<file path="config.mk">
export PLATFORM = sky130hd
export DESIGN_NAME = correlation_to_stokes_extract
export DESIGN_NICKNAME = d
export VERILOG_FILES = /design/src/cts_pkg.sv /design/src/correlation_to_stokes_extract.sv /design/src/cts_fadd.sv /design/src/cts_front.sv /design/src/cts_back.sv
export SDC_FILE = /design/constraint.sdc
export NUM_CORES = 2
export LEC_CHECK = 0
export BUFFER_PORTS_ARGS = -buffer_cell sky130_fd_sc_hd__buf_4
export CAP_MARGIN = 25
export CELL_PAD_IN_SITES_DETAIL_PLACEMENT = 1
export CELL_PAD_IN_SITES_GLOBAL_PLACEMENT = 1
export CORE_ASPECT_RATIO = 1.5
export CORE_MARGIN = 2
export CORE_UTILIZATION = 30
export DETAILED_ROUTE_END_ITERATION = 6
export GPL_ROUTABILITY_DRIVEN = 0
export GPL_TIMING_DRIVEN = 0
export PLACE_DENSITY_LB_ADDON = 0.1
export SETUP_SLACK_MARGIN = 0.05
export SLEW_MARGIN = 20
export SYNTH_ARGS = -nofsm -noshare
export SYNTH_HDL_FRONTEND = slang
export SYNTH_SLANG_ARGS = --single-unit
</file>
<file path="constraint.sdc">
create_clock -name clk -period 24.4 [get_ports clk]
set_clock_uncertainty 0.05 [all_clocks]
set_input_delay 3.66 -clock clk [delete_from_list [all_inputs] [get_ports clk]]
set_output_delay 3.66 -clock clk [all_outputs]
set_load 0.1 [all_outputs]
</file>
<file path="src/cts_pkg.sv">
// Shared types, constants and float helpers for the correlation-to-Stokes extractor.
// No dependencies.
package cts_pkg;

	localparam int QUEUE_DEPTH = 4;

	typedef enum logic [2:0] {
		MODE_INSTR  = 3'd0,
		MODE_DIAG   = 3'd1,
		MODE_SINGLE = 3'd2,
		MODE_I      = 3'd3,
		MODE_Q      = 3'd4,
		MODE_U      = 3'd5,
		MODE_V      = 3'd6,
		MODE_BAD    = 3'd7
	} mode_t;

	localparam logic [2:0] REG_MODE   = 3'd0;
	localparam logic [2:0] REG_COUNT  = 3'd1;
	localparam logic [2:0] REG_FIRST  = 3'd2;
	localparam logic [2:0] REG_SECOND = 3'd3;
	localparam logic [2:0] REG_BASIS  = 3'd4;

	typedef struct packed {
		logic [31:0] corr0_re;
		logic [31:0] corr0_im;
		logic [31:0] corr1_re;
		logic [31:0] corr1_im;
		logic [31:0] corr2_re;
		logic [31:0] corr2_im;
		logic [31:0] corr3_re;
		logic [31:0] corr3_im;
		logic        range_end;
	} in_item_t;

	typedef struct packed {
		logic [31:0] value_re;
		logic [31:0] value_im;
		logic        run_last;
		logic        channel_range_end;
		logic        mode_error;
	} out_item_t;

	typedef enum logic [1:0] {
		KIND_COPY  = 2'd0,
		KIND_STOKES = 2'd1,
		KIND_ERROR = 2'd2
	} kind_t;

	// One queued command: up to four operand pairs, a count of results and how
	// to produce them.
	typedef struct packed {
		kind_t       kind;
		logic [1:0]  last_idx;
		logic [3:0][63:0] pair;
		logic        use_sum;
		logic        rot;
		logic        range_end;
	} cmd_t;

	typedef struct packed {
		logic [31:0] value_re;
		logic [31:0] value_im;
		logic        run_last;
		logic        range_end;
		logic        err;
	} res_t;

	// Multiply by one half, round to nearest even.
	function automatic logic [31:0] fp_half(input logic [31:0] x);
		logic [7:0]  e;
		logic [22:0] m;
		logic [24:0] sig;
		logic [23:0] q;
		begin
			e = x[30:23];
			m = x[22:0];
			if (e == 8'hFF) begin
				fp_half = x;
			end else if (e > 8'd1) begin
				fp_half = {x[31], e - 8'd1, m};
			end else begin
				sig = {1'b0, (e == 8'd1), m};
				q = sig[24:1];
				if (sig[0] && q[0])
					q = q + 24'd1;
				fp_half = {x[31], 8'd0, 23'd0} | {8'd0, q};
			end
		end
	endfunction

endpackage

</file>
<file path="src/correlation_to_stokes_extract.sv">
// Top level of the correlation-to-Stokes extractor: front end, command queue, back end.
// Depends on cts_pkg, cts_front and cts_back.
// Throughput: one result per cycle; an item yields one to four results on the result
// port (four in instrumental mode), and busy rises at QUEUE_DEPTH-1 queued commands.
// Reset clears the queue and the sequencer and restores the register reset values.
module correlation_to_stokes_extract #(
	parameter int QUEUE_DEPTH = cts_pkg::QUEUE_DEPTH
) (
	input  logic                clk,
	input  logic                arst_n,
	input  logic                start,
	output logic                busy,
	input  cts_pkg::in_item_t   item_in,
	input  logic                cfg_valid,
	output logic                cfg_ready,
	input  logic [2:0]          cfg_index,
	input  logic [31:0]         cfg_data,
	output logic                result_strobe,
	output cts_pkg::out_item_t  result
);
	import cts_pkg::*;

	cmd_t cmd;
	res_t res;
	logic full;

	assign cfg_ready = 1'b1;
	assign busy = full;

	cts_front u_front (
		.clk       (clk),
		.arst_n    (arst_n),
		.cfg_valid (cfg_valid),
		.cfg_index (cfg_index),
		.cfg_data  (cfg_data),
		.item      (item_in),
		.cmd       (cmd)
	);

	cts_back #(.DEPTH(QUEUE_DEPTH)) u_back (
		.clk    (clk),
		.arst_n (arst_n),
		.push   (start && !full),
		.cmd    (cmd),
		.full   (full),
		.strobe (result_strobe),
		.res    (res)
	);

	assign result.value_re = res.value_re;
	assign result.value_im = res.value_im;
	assign result.run_last = res.run_last;
	assign result.channel_range_end = res.range_end;
	assign result.mode_error = res.err;
endmodule

</file>
<file path="src/cts_fadd.sv">
// Single-precision adder, two stages, round to nearest even.
// Depends on cts_pkg.
module cts_fadd (
	input  logic        clk,
	input  logic [31:0] a,
	input  logic [31:0] b,
	output logic [31:0] y
);
	import cts_pkg::*;

	logic        big_s, sml_s;
	logic [7:0]  big_e, sml_e;
	logic [26:0] big_m, sml_m, sml_sh;
	logic [7:0]  d;
	logic        sticky;
	logic        sub;
	logic        spec;
	logic [31:0] spec_v;
	logic [27:0] sum_s1;
	logic        sign_s1, spec_s1, zero_s1;
	logic [7:0]  exp_s1;
	logic [31:0] spec_v_s1;
	logic [4:0]  lz;
	logic [27:0] norm;
	logic [9:0]  e_n;
	logic [26:0] fm;
	logic [24:0] rnd;
	logic [9:0]  e_r;
	logic        g;

	always_comb begin
		logic a_big;
		a_big = a[30:0] >= b[30:0];
		big_s = a_big ? a[31] : b[31];
		sml_s = a_big ? b[31] : a[31];
		big_e = a_big ? a[30:23] : b[30:23];
		sml_e = a_big ? b[30:23] : a[30:23];
		big_m = {(big_e != 8'd0), (a_big ? a[22:0] : b[22:0]), 3'b000};
		sml_m = {(sml_e != 8'd0), (a_big ? b[22:0] : a[22:0]), 3'b000};
		d = (big_e == 8'd0 ? 8'd1 : big_e) - (sml_e == 8'd0 ? 8'd1 : sml_e);
		if (d > 8'd26) begin
			sml_sh = 27'd0;
			sticky = |sml_m;
		end else begin
			sml_sh = sml_m >> d;
			sticky = |(sml_m & ((27'd1 << d) - 27'd1));
		end
		sml_sh[0] = sml_sh[0] | sticky;
		sub = big_s ^ sml_s;
		spec = (a[30:23] == 8'hFF) || (b[30:23] == 8'hFF);
		spec_v = 32'h7F800000;
	end

	always_ff @(posedge clk) begin
		sum_s1 <= sub ? {1'b0, big_m} - {1'b0, sml_sh} : {1'b0, big_m} + {1'b0, sml_sh};
		sign_s1 <= big_s;
		exp_s1 <= big_e == 8'd0 ? 8'd1 : big_e;
		spec_s1 <= spec;
		spec_v_s1 <= spec_v;
		zero_s1 <= sub && (a[30:0] == b[30:0]);
	end

	always_comb begin
		lz = 5'd0;
		for (int i = 27; i >= 0; i--) begin
			if (sum_s1[i] && lz == 5'd0 && !(|(sum_s1 >> (i + 1))))
				lz = 5'(27 - i);
		end
		if (sum_s1[27]) begin
			norm = {1'b0, sum_s1[27:2], sum_s1[1] | sum_s1[0]};
			e_n = {2'b0, exp_s1} + 10'd1;
		end else if ({2'b0, exp_s1} > {5'd0, lz} - 10'd0 + 10'd0 && lz > 5'd0 &&
			{2'b0, exp_s1} > 10'(lz - 5'd1)) begin
			norm = sum_s1 << (lz - 5'd1);
			e_n = {2'b0, exp_s1} - 10'(lz - 5'd1);
		end else if (lz > 5'd0) begin
			norm = sum_s1 << (exp_s1 - 8'd1);
			e_n = 10'd1;
		end else begin
			norm = sum_s1;
			e_n = {2'b0, exp_s1};
		end
		fm = norm[26:0];
		g = fm[2] & (fm[1] | fm[0] | fm[3]);
		rnd = {1'b0, fm[26:3]} + {24'd0, g};
		e_r = e_n;
		if (rnd[24]) begin
			rnd = rnd >> 1;
			e_r = e_n + 10'd1;
		end
		if (e_r == 10'd1 && !rnd[23])
			e_r = 10'd0;
		if (spec_s1)
			y = spec_v_s1;
		else if (zero_s1 || sum_s1 == 28'd0)
			y = {sign_s1 && !zero_s1, 31'd0};
		else if (e_r >= 10'd255)
			y = {sign_s1, 8'hFF, 23'd0};
		else
			y = {sign_s1, e_r[7:0], rnd[22:0]};
	end
endmodule

</file>
<file path="src/cts_front.sv">
// Front end: holds the registers, classifies each item into a command.
// Depends on cts_pkg.
module cts_front (
	input  logic               clk,
	input  logic               arst_n,
	input  logic               cfg_valid,
	input  logic [2:0]         cfg_index,
	input  logic [31:0]        cfg_data,
	input  cts_pkg::in_item_t  item,
	output cts_pkg::cmd_t      cmd
);
	import cts_pkg::*;

	logic [2:0] mode_q, count_q;
	logic [1:0] first_q, second_q;
	logic       basis_q;

	always_ff @(posedge clk or negedge arst_n) begin
		if (!arst_n) begin
			mode_q <= 3'd3;
			count_q <= 3'd4;
			first_q <= 2'd0;
			second_q <= 2'd3;
			basis_q <= 1'b0;
		end else if (cfg_valid) begin
			unique case (cfg_index)
				REG_MODE:   mode_q <= cfg_data[2:0];
				REG_COUNT:  count_q <= cfg_data[2:0];
				REG_FIRST:  first_q <= cfg_data[1:0];
				REG_SECOND: second_q <= cfg_data[1:0];
				REG_BASIS:  basis_q <= cfg_data[0];
				default: ;
			endcase
		end
	end

	always_comb begin
		logic [3:0][63:0] s;
		logic cnt_ok, fa, fb;
		s[0] = {item.corr0_re, item.corr0_im};
		s[1] = {item.corr1_re, item.corr1_im};
		s[2] = {item.corr2_re, item.corr2_im};
		s[3] = {item.corr3_re, item.corr3_im};
		cnt_ok = count_q != 3'd0 && count_q <= 3'd4;
		fa = {1'b0, first_q} < count_q;
		fb = {1'b0, second_q} < count_q;
		cmd = '0;
		cmd.kind = KIND_ERROR;
		cmd.range_end = item.range_end;
		cmd.pair = s;
		if (cnt_ok) begin
			unique case (mode_t'(mode_q))
				MODE_INSTR: if (count_q == 3'd4) begin
					cmd.kind = KIND_COPY;
					cmd.last_idx = 2'd3;
				end
				MODE_DIAG: if (count_q == 3'd4 || count_q == 3'd2) begin
					cmd.kind = KIND_COPY;
					cmd.last_idx = 2'd1;
					cmd.pair[1] = count_q == 3'd4 ? s[3] : s[1];
				end
				MODE_SINGLE: if (fa) begin
					cmd.kind = KIND_COPY;
					cmd.pair[0] = s[first_q];
				end
				MODE_I, MODE_Q, MODE_U, MODE_V: if (fa && fb) begin
					cmd.kind = KIND_STOKES;
					cmd.pair[0] = s[first_q];
					cmd.pair[1] = s[second_q];
					cmd.use_sum = mode_q == MODE_I || (mode_q == MODE_Q && basis_q) ||
						(mode_q == MODE_U && !basis_q);
					cmd.rot = (mode_q == MODE_U && basis_q) || (mode_q == MODE_V && !basis_q);
				end
				default: ;
			endcase
		end
	end
endmodule

</file>
<file path="src/cts_back.sv">
// Back end: queue of commands, result sequencer and the two-stage Stokes adders.
// Depends on cts_pkg and cts_fadd.
module cts_back #(
	parameter int DEPTH = cts_pkg::QUEUE_DEPTH
) (
	input  logic          clk,
	input  logic          arst_n,
	input  logic          push,
	input  cts_pkg::cmd_t cmd,
	output logic          full,
	output logic          strobe,
	output cts_pkg::res_t res
);
	import cts_pkg::*;

	localparam int AW = $clog2(DEPTH);

	cmd_t            mem_q [DEPTH];
	logic [AW-1:0]   wp_q, rp_q;
	logic [AW:0]     cnt_q;
	logic [1:0]      idx_q;
	logic            pop;
	cmd_t            head;
	res_t            r_s1, r_s2;
	logic            v_s1, v_s2, st_s1, st_s2, rot_s1, rot_s2;
	logic [31:0]     fr, fi, hr, hi;

	assign head = mem_q[rp_q];
	assign full = cnt_q >= (AW+1)'(DEPTH - 1);
	assign pop = cnt_q != '0 && (head.kind != KIND_COPY || idx_q == head.last_idx);

	always_ff @(posedge clk) begin
		if (push)
			mem_q[wp_q] <= cmd;
	end

	always_ff @(posedge clk or negedge arst_n) begin
		if (!arst_n) begin
			wp_q <= '0;
			rp_q <= '0;
			cnt_q <= '0;
			idx_q <= '0;
			v_s1 <= 1'b0;
			v_s2 <= 1'b0;
		end else begin
			if (push)
				wp_q <= wp_q == AW'(DEPTH - 1) ? '0 : wp_q + 1'b1;
			if (pop)
				rp_q <= rp_q == AW'(DEPTH - 1) ? '0 : rp_q + 1'b1;
			cnt_q <= cnt_q + (AW+1)'(push) - (AW+1)'(pop);
			if (pop)
				idx_q <= '0;
			else if (cnt_q != '0)
				idx_q <= idx_q + 2'd1;
			v_s1 <= cnt_q != '0;
			v_s2 <= v_s1;
		end
	end

	always_ff @(posedge clk) begin
		r_s1.value_re <= head.pair[idx_q][63:32];
		r_s1.value_im <= head.pair[idx_q][31:0];
		r_s1.run_last <= head.kind != KIND_COPY || idx_q == head.last_idx;
		r_s1.range_end <= head.range_end;
		r_s1.err <= head.kind == KIND_ERROR;
		st_s1 <= head.kind == KIND_STOKES;
		rot_s1 <= head.rot;
		r_s2 <= r_s1;
		st_s2 <= st_s1;
		rot_s2 <= rot_s1;
	end

	cts_fadd u_add_re (
		.clk (clk),
		.a   (head.pair[0][63:32]),
		.b   (head.pair[1][63:32] ^ {~head.use_sum, 31'd0}),
		.y   (fr)
	);
	cts_fadd u_add_im (
		.clk (clk),
		.a   (head.pair[0][31:0]),
		.b   (head.pair[1][31:0] ^ {~head.use_sum, 31'd0}),
		.y   (fi)
	);

	// The adders hold one register inside; their result, registered once more, lines up with stage two.
	logic [31:0] fr_s2, fi_s2;
	always_ff @(posedge clk) begin
		fr_s2 <= fr;
		fi_s2 <= fi;
	end

	always_comb begin
		logic [31:0] vr, vi;
		res = r_s2;
		vr = r_s2.value_re;
		vi = r_s2.value_im;
		if (st_s2) begin
			hr = fp_half(fr_s2);
			hi = fp_half(fi_s2);
			vr = rot_s2 ? hi : hr;
			vi = rot_s2 ? (hr ^ 32'h80000000) : hi;
		end else begin
			hr = '0;
			hi = '0;
		end
		if (vr[30:23] == 8'hFF || vi[30:23] == 8'hFF || r_s2.err) begin
			vr = '0;
			vi = '0;
		end
		res.value_re = vr;
		res.value_im = vi;
	end
	assign strobe = v_s2;
endmodule

</file>
==> summary.md <==
| Metric | Value |
|---|---|
| Status | `finished clean` |
| Synth Net Count | `7533` |
| DRT antenna net count | `0` |
| CP required | `25.06 ns` |
| Starting Density | `30.2%` |
| First-pass GRT wire length | `494000 um` |
| # Post-CTS Setup Buffers | `0` |
| Startpoint types | `flip-flop` |
| Synthesized area | `80300 sq um` |
| Sink Count | `1354` |
| Primary FF master, synth | `edfxtp_1` |
| Yosys warns | `0` |
| P&R area growth vs syn | `16.3%` |
| Yosys reg bits | `1354` |
| Layout filler cell count | `29000` |
| Synthesized area per cell | `11.5 sq um` |
| I/O pins | `366` |
| Cts repair resizes | `0` |
| Max-slew violations | `0` |
| Fin crit share | `73.5%` |
| Total number of vias | `63600` |
| RSZ-0062 raised after global routing | `no` |
| Critical Path AT | `18.60 ns` |
| Post-synth cell types | `118` |
| Final setup vio count | `0` |
| Number of I/O port buffers | `335` |
| CP max FO | `10` |
| Setup tns final | `0 ns` |
| Post-synth EDFFs | `1052` |
| Core area | `266000 sq um` |
| Post-synthesis sequential area ratio | `47.0%` |
| Worst-Margin Slew | `1.23 ns` |
| CP Buf/Inv Count | `14` |
| Max incr delay on CP | `0.75 ns` |
| HP Class | `reg -> reg` |
| Share of layout cells above drive strength 1 | `18.2%` |
| Pin count of the biggest net entering global routing | `46` |
| Clk slew on worst S/H paths | `0.06 ns` |
| DRC Markers | `0` |
| Synthesized instance count | `6999` |
| Initial antenna violation count | `34` |
| Worst Setup End Kind | `flip-flop` |
| DR WL/cell | `31.2 um` |
| Layout Nets | `8084` |
| Row count | `232` |
| Ys async rst share | `1.62%` |
| Slowest cell on crit path | `buf_1` |
| Hpwl dp | `277000 um` |
| Vias/cell | `5.68` |
| Final Hold Viols | `0` |
| Max Freq | `55.7 MHz` |
| Top cell family by delay on the critical path | `buffers and inverters` |
| # hold bufs at CTS | `0` |
| Root Buffer | `clkbuf_16` |
| Slew HR | `17.8%` |
| DRT iter0 DRCs | `4541` |
| Drt first pass iters | `6` |
| Latest clock arrival within the worst-skew pair | `0.81 ns` |
| Max_cap viols | `0` |
| Final wirelength | `349000 um` |
| Vias in the first global route | `66600` |
| Most Frequent Cell on Critical Path | `a21oi_1` |
| Total CTS buffers | `147` |
| Total gr overflow | `0` |
| Final min period | `17.95 ns` |
| Critical path class | `reg -> reg` |
| Max Buffers Root-to-Sink | `4` |
| CTS tree | `built` |
| Die width | `427 um` |
| Chip Height | `638 um` |
| H-tree depth | `4` |
| Total Routing Usage GR | `25.0%` |
| Die ar. | `272000 sq um` |
logic make-up (layout without fill, tap and decap cells):
family,count (synthesis),after routing,share of synthesized area (%)
other,1,17,0.00467
XOR/XNOR,174,174,1.91
AND/OR/NAND/NOR,1827,1827,10.9
multiplexers,943,943,18.9
adder cells (fa/ha/maj),239,239,3.78
buffers and inverters,811,1468,3.96
flip-flops,1354,1354,47.0
AO/OA/AOI/OAI,1650,1650,13.5
routing by layer:
metal / share of wire (%) / vias up / track usage [%] / wire length (um)
li1: - / 28000 / - / -
met1: 39 / 32900 / 29.7 / 138000
met2: 50 / 1934 / 44.2 / 176000
met3: 4.4 / 738 / 3.16 / 15300
met4: 5.6 / 30 / 12.2 / 19600
met5: 0.056 / - / 0 / 195
state kept, by name, summed over array words and instances, names as in the netlist, 8 cells and up:
| name | flops |
|---|---|
| u_back.u_add_re.exp_s1 | 8 |
| u_back.fr_s2 | 32 |
| u_back.fi_s2 | 32 |
| u_back.mem_q | 1052 |
| u_back.u_add_im.sum_s1 | 28 |
| u_back.u_add_im.exp_s1 | 8 |
| u_back.r_s1 | 67 |
| u_back.u_add_re.sum_s1 | 28 |
| u_back.r_s2 | 64 |
path summary, 6_finish.rpt:
| kind | end | slack, ns | from | depth (start not counted) |
|---|---|---|---|---|
| worst max-delay path | u_back.u_add_re.sum_s1[24]$_DFF_P_ | 6.45 | u_back.rp_q[0]$_DFFE_PN0P_ | 55 |
| min in group asynchronous | u_back.wp_q[1]$_DFFE_PN0P_ | 2.71 | arst_n | 1 |
| worst min register to register | u_back.r_s2[59]$_DFF_P_ | 0.24 | u_back.r_s1[59]$_DFF_P_ | 0 |
| worst min-delay path | u_back.r_s2[59]$_DFF_P_ | 0.24 | u_back.r_s1[59]$_DFF_P_ | 0 |
| max in group asynchronous | u_front.mode_q[0]$_DFFE_PN1P_ | 21.27 | arst_n | 1 |
| worst max register to register | u_back.u_add_re.sum_s1[24]$_DFF_P_ | 6.45 | u_back.rp_q[0]$_DFFE_PN0P_ | 55 |
metrics by stage:
step                      worst slack [ns]  hold slack, ns  util, %  std cells  cell area, sq um
after floorplan                      11.26           0.260        -       6999             80300
after global placement                5.80           0.264     32.8      10800             87200
final                                 6.45           0.241     35.1      11200             93400
after CTS                             6.25           0.235     35.1      11200             93300
after detailed placement              6.30           0.263     33.2      10900             88400
after global routing                  5.24           0.246     35.1      11200             93400
cell type report:
| type | instances | area, sq um | share of cell area (%) |
|---|---|---|---|
| inverter | 324 | 1220 | 1.30 |
| tap | 3510 | 4390 | 4.70 |
| multi-input combinational | 4834 | 39500 | 42.3 |
| timing repair buffer | 402 | 3570 | 3.83 |
| clock buffer | 186 | 4050 | 4.34 |
| antenna | 16 | 40.0 | 0.0429 |
| buffer | 487 | 2000 | 2.14 |
| clock inverter | 69 | 861 | 0.921 |
| sequential | 1354 | 37800 | 40.4 |
cell usage after synthesis (all sizes together) (43+ instances only):
cell / number / share of area, %
nand2: 533 / 2.5
nand4: 72 / 0.57
edfxtp: 1052 / 39
dfxtp: 280 / 7.0
mux2i: 362 / 4.5
nor3: 114 / 0.73
o22ai: 102 / 0.79
a21o: 58 / 0.54
nor2: 543 / 2.6
o211ai: 50 / 0.47
ha: 231 / 3.6
a21oi: 453 / 2.9
mux4: 447 / 13
mux2: 134 / 1.9
and2: 45 / 0.35
inv: 323 / 1.5
o21ai: 316 / 2.0
o31ai: 43 / 0.41
nor4: 59 / 0.57
nor2b: 87 / 0.68
a31oi: 46 / 0.36
nand2b: 53 / 0.42
a22o: 78 / 0.85
xor2: 69 / 0.75
clkbuf: 354 / 1.7
nand3: 148 / 0.92
xnor2: 105 / 1.2
a211oi: 146 / 1.4
buf: 133 / 0.79
cell usage in the layout, fill, tap and decap left out, drive strengths merged, types with 114 or more instances in the layout:
cell type	instances
nand2	533
clkbuf	541
buf	534
edfxtp	1052
nor2	543
ha	231
mux2	134
a21oi	453
nand3	148
o21ai	316
dfxtp	280
nor3	114
a211oi	146
mux4	447
inv	329
mux2i	362
worst reg2reg max path: cells and delay by family (launching register included):
family | cells | cell delay, ns
buffers and inverters | 14 | 7.13
AO/OA/AOI/OAI | 30 | 6.74
adder cells (fa/ha/maj) | 4 | 1.52
multiplexers | 2 | 1.05
AND/OR/NAND/NOR | 4 | 0.87
flip-flops | 1 | 0.34
XOR/XNOR | 1 | 0.16
Power is left out: the tool's default activity adds up to more than one toggle a clock period on the data nets, which glitch-free logic cannot reach.
